--- src/rtl/hset_pkg.sv ---
// Package for the bounded handle set: widths, request codes and control types.
package hset_pkg;

    localparam int HANDLE_W  = 32;
    localparam int TYPE_W    = 2;
    localparam int COUNT_W   = 5;
    localparam int CAP_W     = 5;
    localparam int ADDR_W    = 3;
    localparam int DATA_W    = 32;
    localparam int DEF_DEPTH = 16;

    localparam logic [CAP_W-1:0] CAP_RESET = 5'd16;

    typedef logic [TYPE_W-1:0] op_t;

    localparam op_t OP_QUERY  = 2'd0;
    localparam op_t OP_ADD    = 2'd1;
    localparam op_t OP_REMOVE = 2'd2;
    localparam op_t OP_TOGGLE = 2'd3;

    localparam logic REG_CAPACITY = 1'b0;

    typedef struct packed {
        logic start;
        logic rd_step;
        logic commit;
    } cmd_t;

    typedef struct packed {
        logic count_zero;
        logic scan_last;
        logic out_busy;
    } sts_t;

endpackage

--- src/rtl/bounded_handle_set_unit.sv ---
// Top level of the bounded handle set: register port, controller and datapath.
//
//  Channel  | Direction | Handshake          | Word
//  ---------+-----------+--------------------+-----------------------------------
//  request  | in        | in_valid/in_stall  | req_type, handle
//  result   | out       | out_valid/out_stall| member, entry_count, refused_full
//  config   | in        | APB psel/penable   | capacity at byte address 0
//
//  A request passes through the controller states idle (accept), scan (the sequential
//  search and compaction through the entry store, one held entry per step), drain (the
//  last compare) and finish (commit). With an empty set, idle goes straight to finish.
//  Reset clears the count and sets capacity to 16; the entry store is not cleared.
//  A waiting result does not block acceptance of the next request; only the commit
//  waits while the result register is still stalled.
module bounded_handle_set_unit #(
    parameter int DEPTH = hset_pkg::DEF_DEPTH
) (
    input  logic                           clk,
    input  logic                           rst_n,
    input  logic                           in_valid,
    output logic                           in_stall,
    input  logic [hset_pkg::TYPE_W-1:0]    req_type,
    input  logic [hset_pkg::HANDLE_W-1:0]  handle,
    output logic                           out_valid,
    input  logic                           out_stall,
    output logic                           member,
    output logic [hset_pkg::COUNT_W-1:0]   entry_count,
    output logic                           refused_full,
    input  logic                           psel,
    input  logic                           penable,
    input  logic                           pwrite,
    input  logic [hset_pkg::ADDR_W-1:0]    paddr,
    input  logic [hset_pkg::DATA_W-1:0]    pwdata,
    output logic [hset_pkg::DATA_W-1:0]    prdata,
    output logic                           pready
);

    logic [hset_pkg::CAP_W-1:0] capacity_reg;
    logic                       cfg_wr;
    hset_pkg::cmd_t             cmd;
    hset_pkg::sts_t             sts;

    assign pready = 1'b1;
    assign cfg_wr = psel && penable && pwrite && (paddr[2] == hset_pkg::REG_CAPACITY);

    always_ff @(posedge clk or negedge rst_n)
    begin
        if (!rst_n)
        begin
            capacity_reg <= hset_pkg::CAP_RESET;
        end
        else if (cfg_wr)
        begin
            capacity_reg <= pwdata[hset_pkg::CAP_W-1:0];
        end
    end

    assign prdata = (paddr[2] == hset_pkg::REG_CAPACITY) ?
                    {{(hset_pkg::DATA_W - hset_pkg::CAP_W){1'b0}}, capacity_reg} : '0;

    hset_ctrl u_ctrl (
        .clk      (clk),
        .rst_n    (rst_n),
        .in_valid (in_valid),
        .in_stall (in_stall),
        .sts      (sts),
        .cmd      (cmd)
    );

    hset_dpath #(
        .DEPTH (DEPTH)
    ) u_dpath (
        .clk          (clk),
        .rst_n        (rst_n),
        .cmd          (cmd),
        .sts          (sts),
        .req_type     (req_type),
        .handle       (handle),
        .capacity     (capacity_reg),
        .out_valid    (out_valid),
        .out_stall    (out_stall),
        .member       (member),
        .entry_count  (entry_count),
        .refused_full (refused_full)
    );

endmodule

--- src/rtl/hset_ctrl.sv ---
// Controller state machine that sequences the search, drain and commit of one request.
module hset_ctrl (
    input  logic          clk,
    input  logic          rst_n,
    input  logic          in_valid,
    output logic          in_stall,
    input  hset_pkg::sts_t sts,
    output hset_pkg::cmd_t cmd
);

    localparam logic [1:0] S_IDLE   = 2'd0;
    localparam logic [1:0] S_SCAN   = 2'd1;
    localparam logic [1:0] S_DRAIN  = 2'd2;
    localparam logic [1:0] S_FINISH = 2'd3;

    logic [1:0] state_reg;
    logic [1:0] state_next;

    always_comb
    begin
        state_next  = state_reg;
        cmd.start   = 1'b0;
        cmd.rd_step = 1'b0;
        cmd.commit  = 1'b0;
        case (state_reg)
            S_IDLE:
            begin
                if (in_valid)
                begin
                    cmd.start  = 1'b1;
                    state_next = sts.count_zero ? S_FINISH : S_SCAN;
                end
            end
            S_SCAN:
            begin
                cmd.rd_step = 1'b1;
                if (sts.scan_last)
                begin
                    state_next = S_DRAIN;
                end
            end
            S_DRAIN:
            begin
                state_next = S_FINISH;
            end
            S_FINISH:
            begin
                if (!sts.out_busy)
                begin
                    cmd.commit = 1'b1;
                    state_next = S_IDLE;
                end
            end
            default:
            begin
                state_next = S_IDLE;
            end
        endcase
    end

    always_ff @(posedge clk or negedge rst_n)
    begin
        if (!rst_n)
        begin
            state_reg <= S_IDLE;
        end
        else
        begin
            state_reg <= state_next;
        end
    end

    assign in_stall = (state_reg != S_IDLE);

endmodule

--- src/rtl/hset_dpath.sv ---
// Datapath of the handle set: entry store, search compare, compaction and result register.
module hset_dpath #(
    parameter int DEPTH = hset_pkg::DEF_DEPTH
) (
    input  logic                           clk,
    input  logic                           rst_n,
    input  hset_pkg::cmd_t                 cmd,
    output hset_pkg::sts_t                 sts,
    input  hset_pkg::op_t                  req_type,
    input  logic [hset_pkg::HANDLE_W-1:0]  handle,
    input  logic [hset_pkg::CAP_W-1:0]     capacity,
    output logic                           out_valid,
    input  logic                           out_stall,
    output logic                           member,
    output logic [hset_pkg::COUNT_W-1:0]   entry_count,
    output logic                           refused_full
);

    localparam int CNT_W = $clog2(DEPTH + 1);
    localparam int AW    = (DEPTH > 1) ? $clog2(DEPTH) : 1;
    localparam int CMP_W = CNT_W + hset_pkg::CAP_W;
    localparam int EXT_W = CNT_W + hset_pkg::COUNT_W;

    logic [hset_pkg::HANDLE_W-1:0] mem [DEPTH];

    logic [hset_pkg::HANDLE_W-1:0] handle_reg;
    hset_pkg::op_t                 op_reg;
    logic [CNT_W-1:0]              idx_reg;
    logic [CNT_W-1:0]              idx_d_reg;
    logic                          vld_d_reg;
    logic [hset_pkg::HANDLE_W-1:0] rd_data_reg;
    logic                          found_reg;
    logic [CNT_W-1:0]              cnt_reg;
    logic [CNT_W-1:0]              cnt_next;
    logic                          out_valid_reg;
    logic                          member_reg;
    logic [hset_pkg::COUNT_W-1:0]  count_out_reg;
    logic                          refused_reg;

    logic                          hit;
    logic                          is_add;
    logic                          is_rem;
    logic                          full;
    logic                          append;
    logic                          refused;
    logic                          member_next;
    logic                          shift_wr;
    logic                          wr_en;
    logic [AW-1:0]                 wr_addr;
    logic [CNT_W-1:0]              shift_idx;
    logic [hset_pkg::HANDLE_W-1:0] wr_data;
    logic [CMP_W-1:0]              cnt_ext;
    logic [CMP_W-1:0]              cap_ext;
    logic [EXT_W-1:0]              cnt_out_ext;

    assign hit      = vld_d_reg && (rd_data_reg == handle_reg);
    assign is_add   = (op_reg == hset_pkg::OP_ADD) ||
                      ((op_reg == hset_pkg::OP_TOGGLE) && !found_reg);
    assign is_rem   = ((op_reg == hset_pkg::OP_REMOVE) || (op_reg == hset_pkg::OP_TOGGLE))
                      && found_reg;
    assign cnt_ext  = {{hset_pkg::CAP_W{1'b0}}, cnt_reg};
    assign cap_ext  = {{CNT_W{1'b0}}, capacity};
    assign full     = (cnt_ext >= cap_ext) || (cnt_reg >= CNT_W'(DEPTH));
    assign append   = is_add && !found_reg && !full;
    assign refused  = is_add && !found_reg && full;
    assign member_next = found_reg ? !is_rem : append;

    always_comb
    begin
        cnt_next = cnt_reg;
        if (append)
        begin
            cnt_next = cnt_reg + 1'b1;
        end
        else if (is_rem)
        begin
            cnt_next = cnt_reg - 1'b1;
        end
    end

    assign shift_wr  = vld_d_reg && found_reg &&
                       ((op_reg == hset_pkg::OP_REMOVE) || (op_reg == hset_pkg::OP_TOGGLE));
    assign shift_idx = idx_d_reg - 1'b1;
    assign wr_en     = (cmd.commit && append) || shift_wr;
    assign wr_addr   = (cmd.commit && append) ? cnt_reg[AW-1:0] : shift_idx[AW-1:0];
    assign wr_data   = (cmd.commit && append) ? handle_reg : rd_data_reg;

    always_ff @(posedge clk)
    begin
        if (wr_en)
        begin
            mem[wr_addr] <= wr_data;
        end
        if (cmd.rd_step)
        begin
            rd_data_reg <= mem[idx_reg[AW-1:0]];
        end
    end

    always_ff @(posedge clk)
    begin
        if (cmd.start)
        begin
            handle_reg <= handle;
            op_reg     <= req_type;
        end
        if (cmd.rd_step)
        begin
            idx_d_reg <= idx_reg;
        end
        if (cmd.commit)
        begin
            member_reg    <= member_next;
            count_out_reg <= cnt_out_ext[hset_pkg::COUNT_W-1:0];
            refused_reg   <= refused;
        end
    end

    assign cnt_out_ext = {{hset_pkg::COUNT_W{1'b0}}, cnt_next};

    always_ff @(posedge clk or negedge rst_n)
    begin
        if (!rst_n)
        begin
            idx_reg       <= '0;
            vld_d_reg     <= 1'b0;
            found_reg     <= 1'b0;
            cnt_reg       <= '0;
            out_valid_reg <= 1'b0;
        end
        else
        begin
            vld_d_reg <= cmd.rd_step;
            if (cmd.start)
            begin
                idx_reg   <= '0;
                found_reg <= 1'b0;
            end
            else
            begin
                if (cmd.rd_step)
                begin
                    idx_reg <= idx_reg + 1'b1;
                end
                if (hit)
                begin
                    found_reg <= 1'b1;
                end
            end
            if (cmd.commit)
            begin
                cnt_reg       <= cnt_next;
                out_valid_reg <= 1'b1;
            end
            else if (!out_stall)
            begin
                out_valid_reg <= 1'b0;
            end
        end
    end

    assign sts.count_zero = (cnt_reg == '0);
    assign sts.scan_last  = (idx_reg == (cnt_reg - 1'b1));
    assign sts.out_busy   = out_valid_reg && out_stall;

    assign out_valid    = out_valid_reg;
    assign member       = member_reg;
    assign entry_count  = count_out_reg;
    assign refused_full = refused_reg;

    a_count_bound: assert property (@(posedge clk) disable iff (!rst_n)
        cnt_reg <= CNT_W'(DEPTH))
        else $error("entry count exceeds the store depth");

    a_count_change: assert property (@(posedge clk) disable iff (!rst_n)
        (cnt_reg != $past(cnt_reg)) |-> $past(cmd.commit))
        else $error("entry count changed outside a commit");

    a_commit_slot: assert property (@(posedge clk) disable iff (!rst_n)
        cmd.commit |-> !(out_valid_reg && out_stall))
        else $error("commit overwrote a word still waiting at the output");

    a_write_clash: assert property (@(posedge clk) disable iff (!rst_n)
        !(shift_wr && cmd.commit))
        else $error("compaction write collided with an append");

endmodule
--- config.mk ---
export PLATFORM = sky130hd
export DESIGN_NAME = bounded_handle_set_unit
export DESIGN_NICKNAME = d
export VERILOG_FILES = /design/src/rtl/hset_pkg.sv /design/src/rtl/bounded_handle_set_unit.sv /design/src/rtl/hset_ctrl.sv /design/src/rtl/hset_dpath.sv
export SDC_FILE = /design/constraint.sdc
export NUM_CORES = 1
export LEC_CHECK = 0
export BUFFER_PORTS_ARGS = -buffer_cell sky130_fd_sc_hd__buf_2
export CAP_MARGIN = 20
export CORE_MARGIN = 3
export CORE_UTILIZATION = 55
export CTS_CLUSTER_DIAMETER = 50
export DETAILED_ROUTE_END_ITERATION = 7
export PLACE_DENSITY_LB_ADDON = 0.12
export SLEW_MARGIN = 5
export SYNTH_ARGS = -nofsm -noshare
export SYNTH_HDL_FRONTEND = slang
export SYNTH_SLANG_ARGS = --single-unit
--- constraint.sdc ---
create_clock -name clk -period 5.7 [get_ports clk]
set_input_delay 1.14 -clock clk [delete_from_list [all_inputs] [get_ports clk]]
set_output_delay 1.14 -clock clk [all_outputs]
set_load 0.005 [all_outputs]
==> metrics list <==
- The flow ran to the end, and the final reports show no timing, DRC or antenna violations.
- Launching point of the worst reg2reg path: u_dpath.cnt_reg[0]
- Setup crit end kind: flop
* Post-synthesis cell count: 1125
* Max-slew violation count: 0
- Total congestion overflow: 0
- Total wire length after detailed routing: 51.20 mm
- Post-synthesis cell type with the largest combined area: sky130_fd_sc_hd__edfxtp_1
- Resized Gates After CTS: 0
* Unrepaired setup endpoints after global routing: false
- Post-layout total power: 13420 uW
- Remaining routing DRC violations: 0
- Number of max-cap violations: 0
* Share of total power consumed by net switching: 28.73%
- For this run, asynchronously set or reset flops after synthesis account for 3.284%.
* Crit path arrival time: 4.40 ns
* Port Buf Inserts: 60
* Total setup violations reported at the end of the flow: 0
* Fillers: 2947
- After routing, the total negative slack on setup checks comes to 0 ns.
- Highest attainable clock frequency: 0.2438 GHz
* Reg area: 18200 um^2
- Number of antenna repair diodes: 0
* Post-route ant nets: 0
* Critical path startpoint: u_dpath.cnt_reg[0]
- Combinational cells account for 24.5% of the total power.
* TritonCTS clock tree: built
* Maximum root-to-sink buffer count: 3
- Num CTS Buffers: 61
- Average cell area after synthesis: 21.60 um^2
- Leaving out filler cells and counting taps, the final layout contains 1861.
- Core region area: 43360 um^2
- RD Place Congestion: 0.8021
- Clock share of power: 28.0%
- The first detailed-routing pass took 5 iterations.
- The final layout contains 1317 nets.
* Worst EP required: 5.99 ns
- In this run, flip-flops and latches consume 47.5% of the power.
- The register with the most flip-flops in the layout has 512 of them.
- Ratio of cells with drive above 1 in the final layout: 31.03%
* Hold Path Class: input port to asynchronous set/reset pin
- The via count of the first global-routing pass is 11500.
* Starting density of the core: 56.04%
- In the final layout, the multi-input gates occupy 5852 um^2.
- The final critical path takes up 71.97% of the cycle.
- The worst path in the final design needs a cycle of 4.102 ns, including I/O delays and setup.
* Number of placement rows: 76
* Maximum resistive drop on vdd: 362.5 uV
- Actual slew at the worst max-slew pin: 0.9553 ns
- Dividing the detail-routed via count by the number of cells gives 6.087.
- For this design the ratio of total power to cell area is 490.3 nW/um^2.
- Global Route Usage Sum: 22.48%
- Synthesis inferred 609 register bits.
- Cell Int Power: 9565 uW
- In this run the static leakage power is 0.008772 uW.
- Root cell of the clock tree: sky130_fd_sc_hd__clkbuf_16
* Clock sink count: 609
- The initial antenna violation count is 0.
- After clock tree synthesis, the flow added hold-fix buffers numbering 0.
- From synthesis to final layout, the design area changed by 12.66%.
- The most used flip-flop cell after synthesis is sky130_fd_sc_hd__edfxtp_1.
* Initial detailed-routing violation count: 1076
* Yosys top cell area share: 72.79%
- In this run the power spent charging and discharging nets is 3856 uW.
- Clock latency reported for the late side of the worst-skew pair: 0.62 ns
- Maximum number of pins on one net before global-route repair: 58
- After detailed routing, the average wire length per cell comes to 27.51 um.
- During I/O placement, the number of pins put on the boundary was 118.
* Count of placed standard cells including taps: 1748
* Max_slew headroom: 36.02%
- Share of synthesized area occupied by flip-flops and latches: 74.86%
* Number of synthesized flops with an enable pin: 589
* Yosys cell types: 53
- Yosys warnings: 0
* Critical path launch point type: flop
* Synthesized area: 24300 um^2
- The first global-routing pass estimated 76.18 mm of wire.
- Horizontal extent of the die: 216.2 um
- Crit Path Class: flop to flop
- Final HPWL DP: 27.84 mm
* Number of H-tree levels: 2
* Number of post-CTS setup repair buffers: 0
- Die Span Y: 216.2 um
- Sorting the synthesized cells by area gives the leading types as sky130_fd_sc_hd__edfxtp_1 73%, sky130_fd_sc_hd__mux4_2 15%, sky130_fd_sc_hd__dfrtp_1 2.0%.
- Worst clock skew: 0.02744 ns
* Total number of vias: 11330
- Floorplan die area: 46740 um^2
- Max Fanout on Critical Path: 21
- The final hold violation count came to 0.
- After clock tree synthesis, the clock-pin slew on the worst setup and hold paths is 0.06 ns.
## cell type report
type | count | area share (%)
Sequential cell | 609 | 66.48
Clock inverter | 36 | 1.024
Tap cell | 585 | 2.674
Timing Repair Buffer | 91 | 2.313
Inverter | 19 | 0.2605
Clock buffer | 77 | 5.873
Multi-Input combinational cell | 444 | 21.38
## metrics by stage
step / setup WS (ns) / utilization [%] / hold WS, ns / cell area, um^2
6_report: 1.598 / 63.13 / 0.4982 / 27380
5_1_grt: 1.344 / 63.13 / 0.5118 / 27380
4_1_cts: 1.578 / 63.13 / 0.4814 / 27380
3_5_place_dp: 1.440 / 58.78 / 0.4973 / 25490
3_3_place_gp: 1.454 / 58.78 / 0.4917 / 25490
2_1_floorplan: 0.7848 / - / 0.4231 / 24400
## synthesized netlist by cell type (all sizes together) (2+ instances only)
master    n
edfxtp  589
mux4    160
buf      60
mux2     37
xor2     29
nor2     25
clkbuf   19
dfrtp    19
nand2    19
xnor2    19
inv      18
ha       15
nand3    11
o21ai    10
nand4     9
a21oi     8
nor4      8
and2      6
nor3      6
o22ai     6
o32ai     6
nand2b    5
a32o      4
and3      4
mux2i     4
nor2b     3
a211oi    2
a221oi    2
a31oi     2
conb      2
nor3b     2
## power by group through the flow
stage	Sequential, uW	Combinational [uW]	Clock (uW)
3_5_place_dp	6470	3330	0
5_1_grt	6430	3590	4020
4_1_cts	6390	3350	3830
6_report	6380	3290	3750
3_3_place_gp	6460	3250	0
2_1_floorplan	6230	2590	0
## critical path, stage by stage, from the launching register on
cell and delay, ns:
sky130_fd_sc_hd__dfrtp_1 0.60, sky130_fd_sc_hd__inv_1 0.21, sky130_fd_sc_hd__ha_1 0.32, sky130_fd_sc_hd__nor2b_1 0.11, sky130_fd_sc_hd__o21ai_1 0.19, sky130_fd_sc_hd__a211oi_2 0.58, sky130_fd_sc_hd__nand2_1 0.50, sky130_fd_sc_hd__o32ai_4 0.92
sky130_fd_sc_hd__buf_12 0.31
## routing by layer
metal  global-route usage (%)  wire length (um)  share of wire [%]
met5                        0                 0                  0
met4                    6.347              1172                2.3
met3                    3.421              3241                6.3
met2                    36.35             25320                 49
met1                    32.68             21470                 42
## logic make-up (layout without fill, tap and decap cells)
family / after synthesis / in the layout / synth area share (%)
compound gates: 49 / 49 / 1.411
xor+xnor: 48 / 48 / 1.730
mux: 201 / 201 / 16.71
simple gates: 103 / 103 / 2.147
flops: 609 / 609 / 74.86
buf+inv: 98 / 223 / 2.343
other cells: 2 / 28 / 0.03091
fa+ha+maj: 15 / 15 / 0.7724
## placed cells by master (no fill, tap or decap), types with 4 or more instances in the layout
| cell type | instances |
|---|---|
| sky130_fd_sc_hd__a21oi_1 | 7 |
| sky130_fd_sc_hd__mux2_2 | 37 |
| sky130_fd_sc_hd__conb_1 | 28 |
| sky130_fd_sc_hd__a32o_2 | 4 |
| sky130_fd_sc_hd__nand2b_1 | 5 |
| sky130_fd_sc_hd__clkinv_1 | 16 |
| sky130_fd_sc_hd__mux2i_1 | 4 |
| sky130_fd_sc_hd__buf_4 | 23 |
| sky130_fd_sc_hd__clkbuf_1 | 15 |
| sky130_fd_sc_hd__nor2_1 | 25 |
| sky130_fd_sc_hd__xnor2_1 | 19 |
| sky130_fd_sc_hd__mux4_2 | 160 |
| sky130_fd_sc_hd__nand4_1 | 9 |
| sky130_fd_sc_hd__clkbuf_16 | 62 |
| sky130_fd_sc_hd__buf_2 | 60 |
| sky130_fd_sc_hd__ha_1 | 14 |
| sky130_fd_sc_hd__buf_12 | 8 |
| sky130_fd_sc_hd__clkinv_2 | 12 |
| sky130_fd_sc_hd__and2_1 | 5 |
| sky130_fd_sc_hd__o32ai_4 | 6 |
| sky130_fd_sc_hd__inv_1 | 17 |
| sky130_fd_sc_hd__edfxtp_1 | 589 |
| sky130_fd_sc_hd__dfrtp_1 | 15 |
| sky130_fd_sc_hd__nor3_1 | 6 |
| sky130_fd_sc_hd__nand3_1 | 11 |
| sky130_fd_sc_hd__nand2_1 | 19 |
| sky130_fd_sc_hd__and3_1 | 4 |
| sky130_fd_sc_hd__xor2_1 | 29 |
| sky130_fd_sc_hd__o21ai_0 | 9 |
| sky130_fd_sc_hd__o22ai_4 | 6 |
| sky130_fd_sc_hd__nor4_1 | 8 |
## worst paths after layout
path,end,slack [ns],cells after the start
min in group clk,capacity_reg[2],0.51,1
worst max register to register,u_dpath.mem[13][29],1.60,8
worst min register to register,capacity_reg[2],0.51,1
worst min-delay path,u_dpath.found_reg,0.50,1
max in group asynchronous,u_dpath.idx_reg[0],4.78,1
worst max-delay path,u_dpath.mem[13][29],1.60,8
No activity file was read; power rests on OpenSTA's default activity.
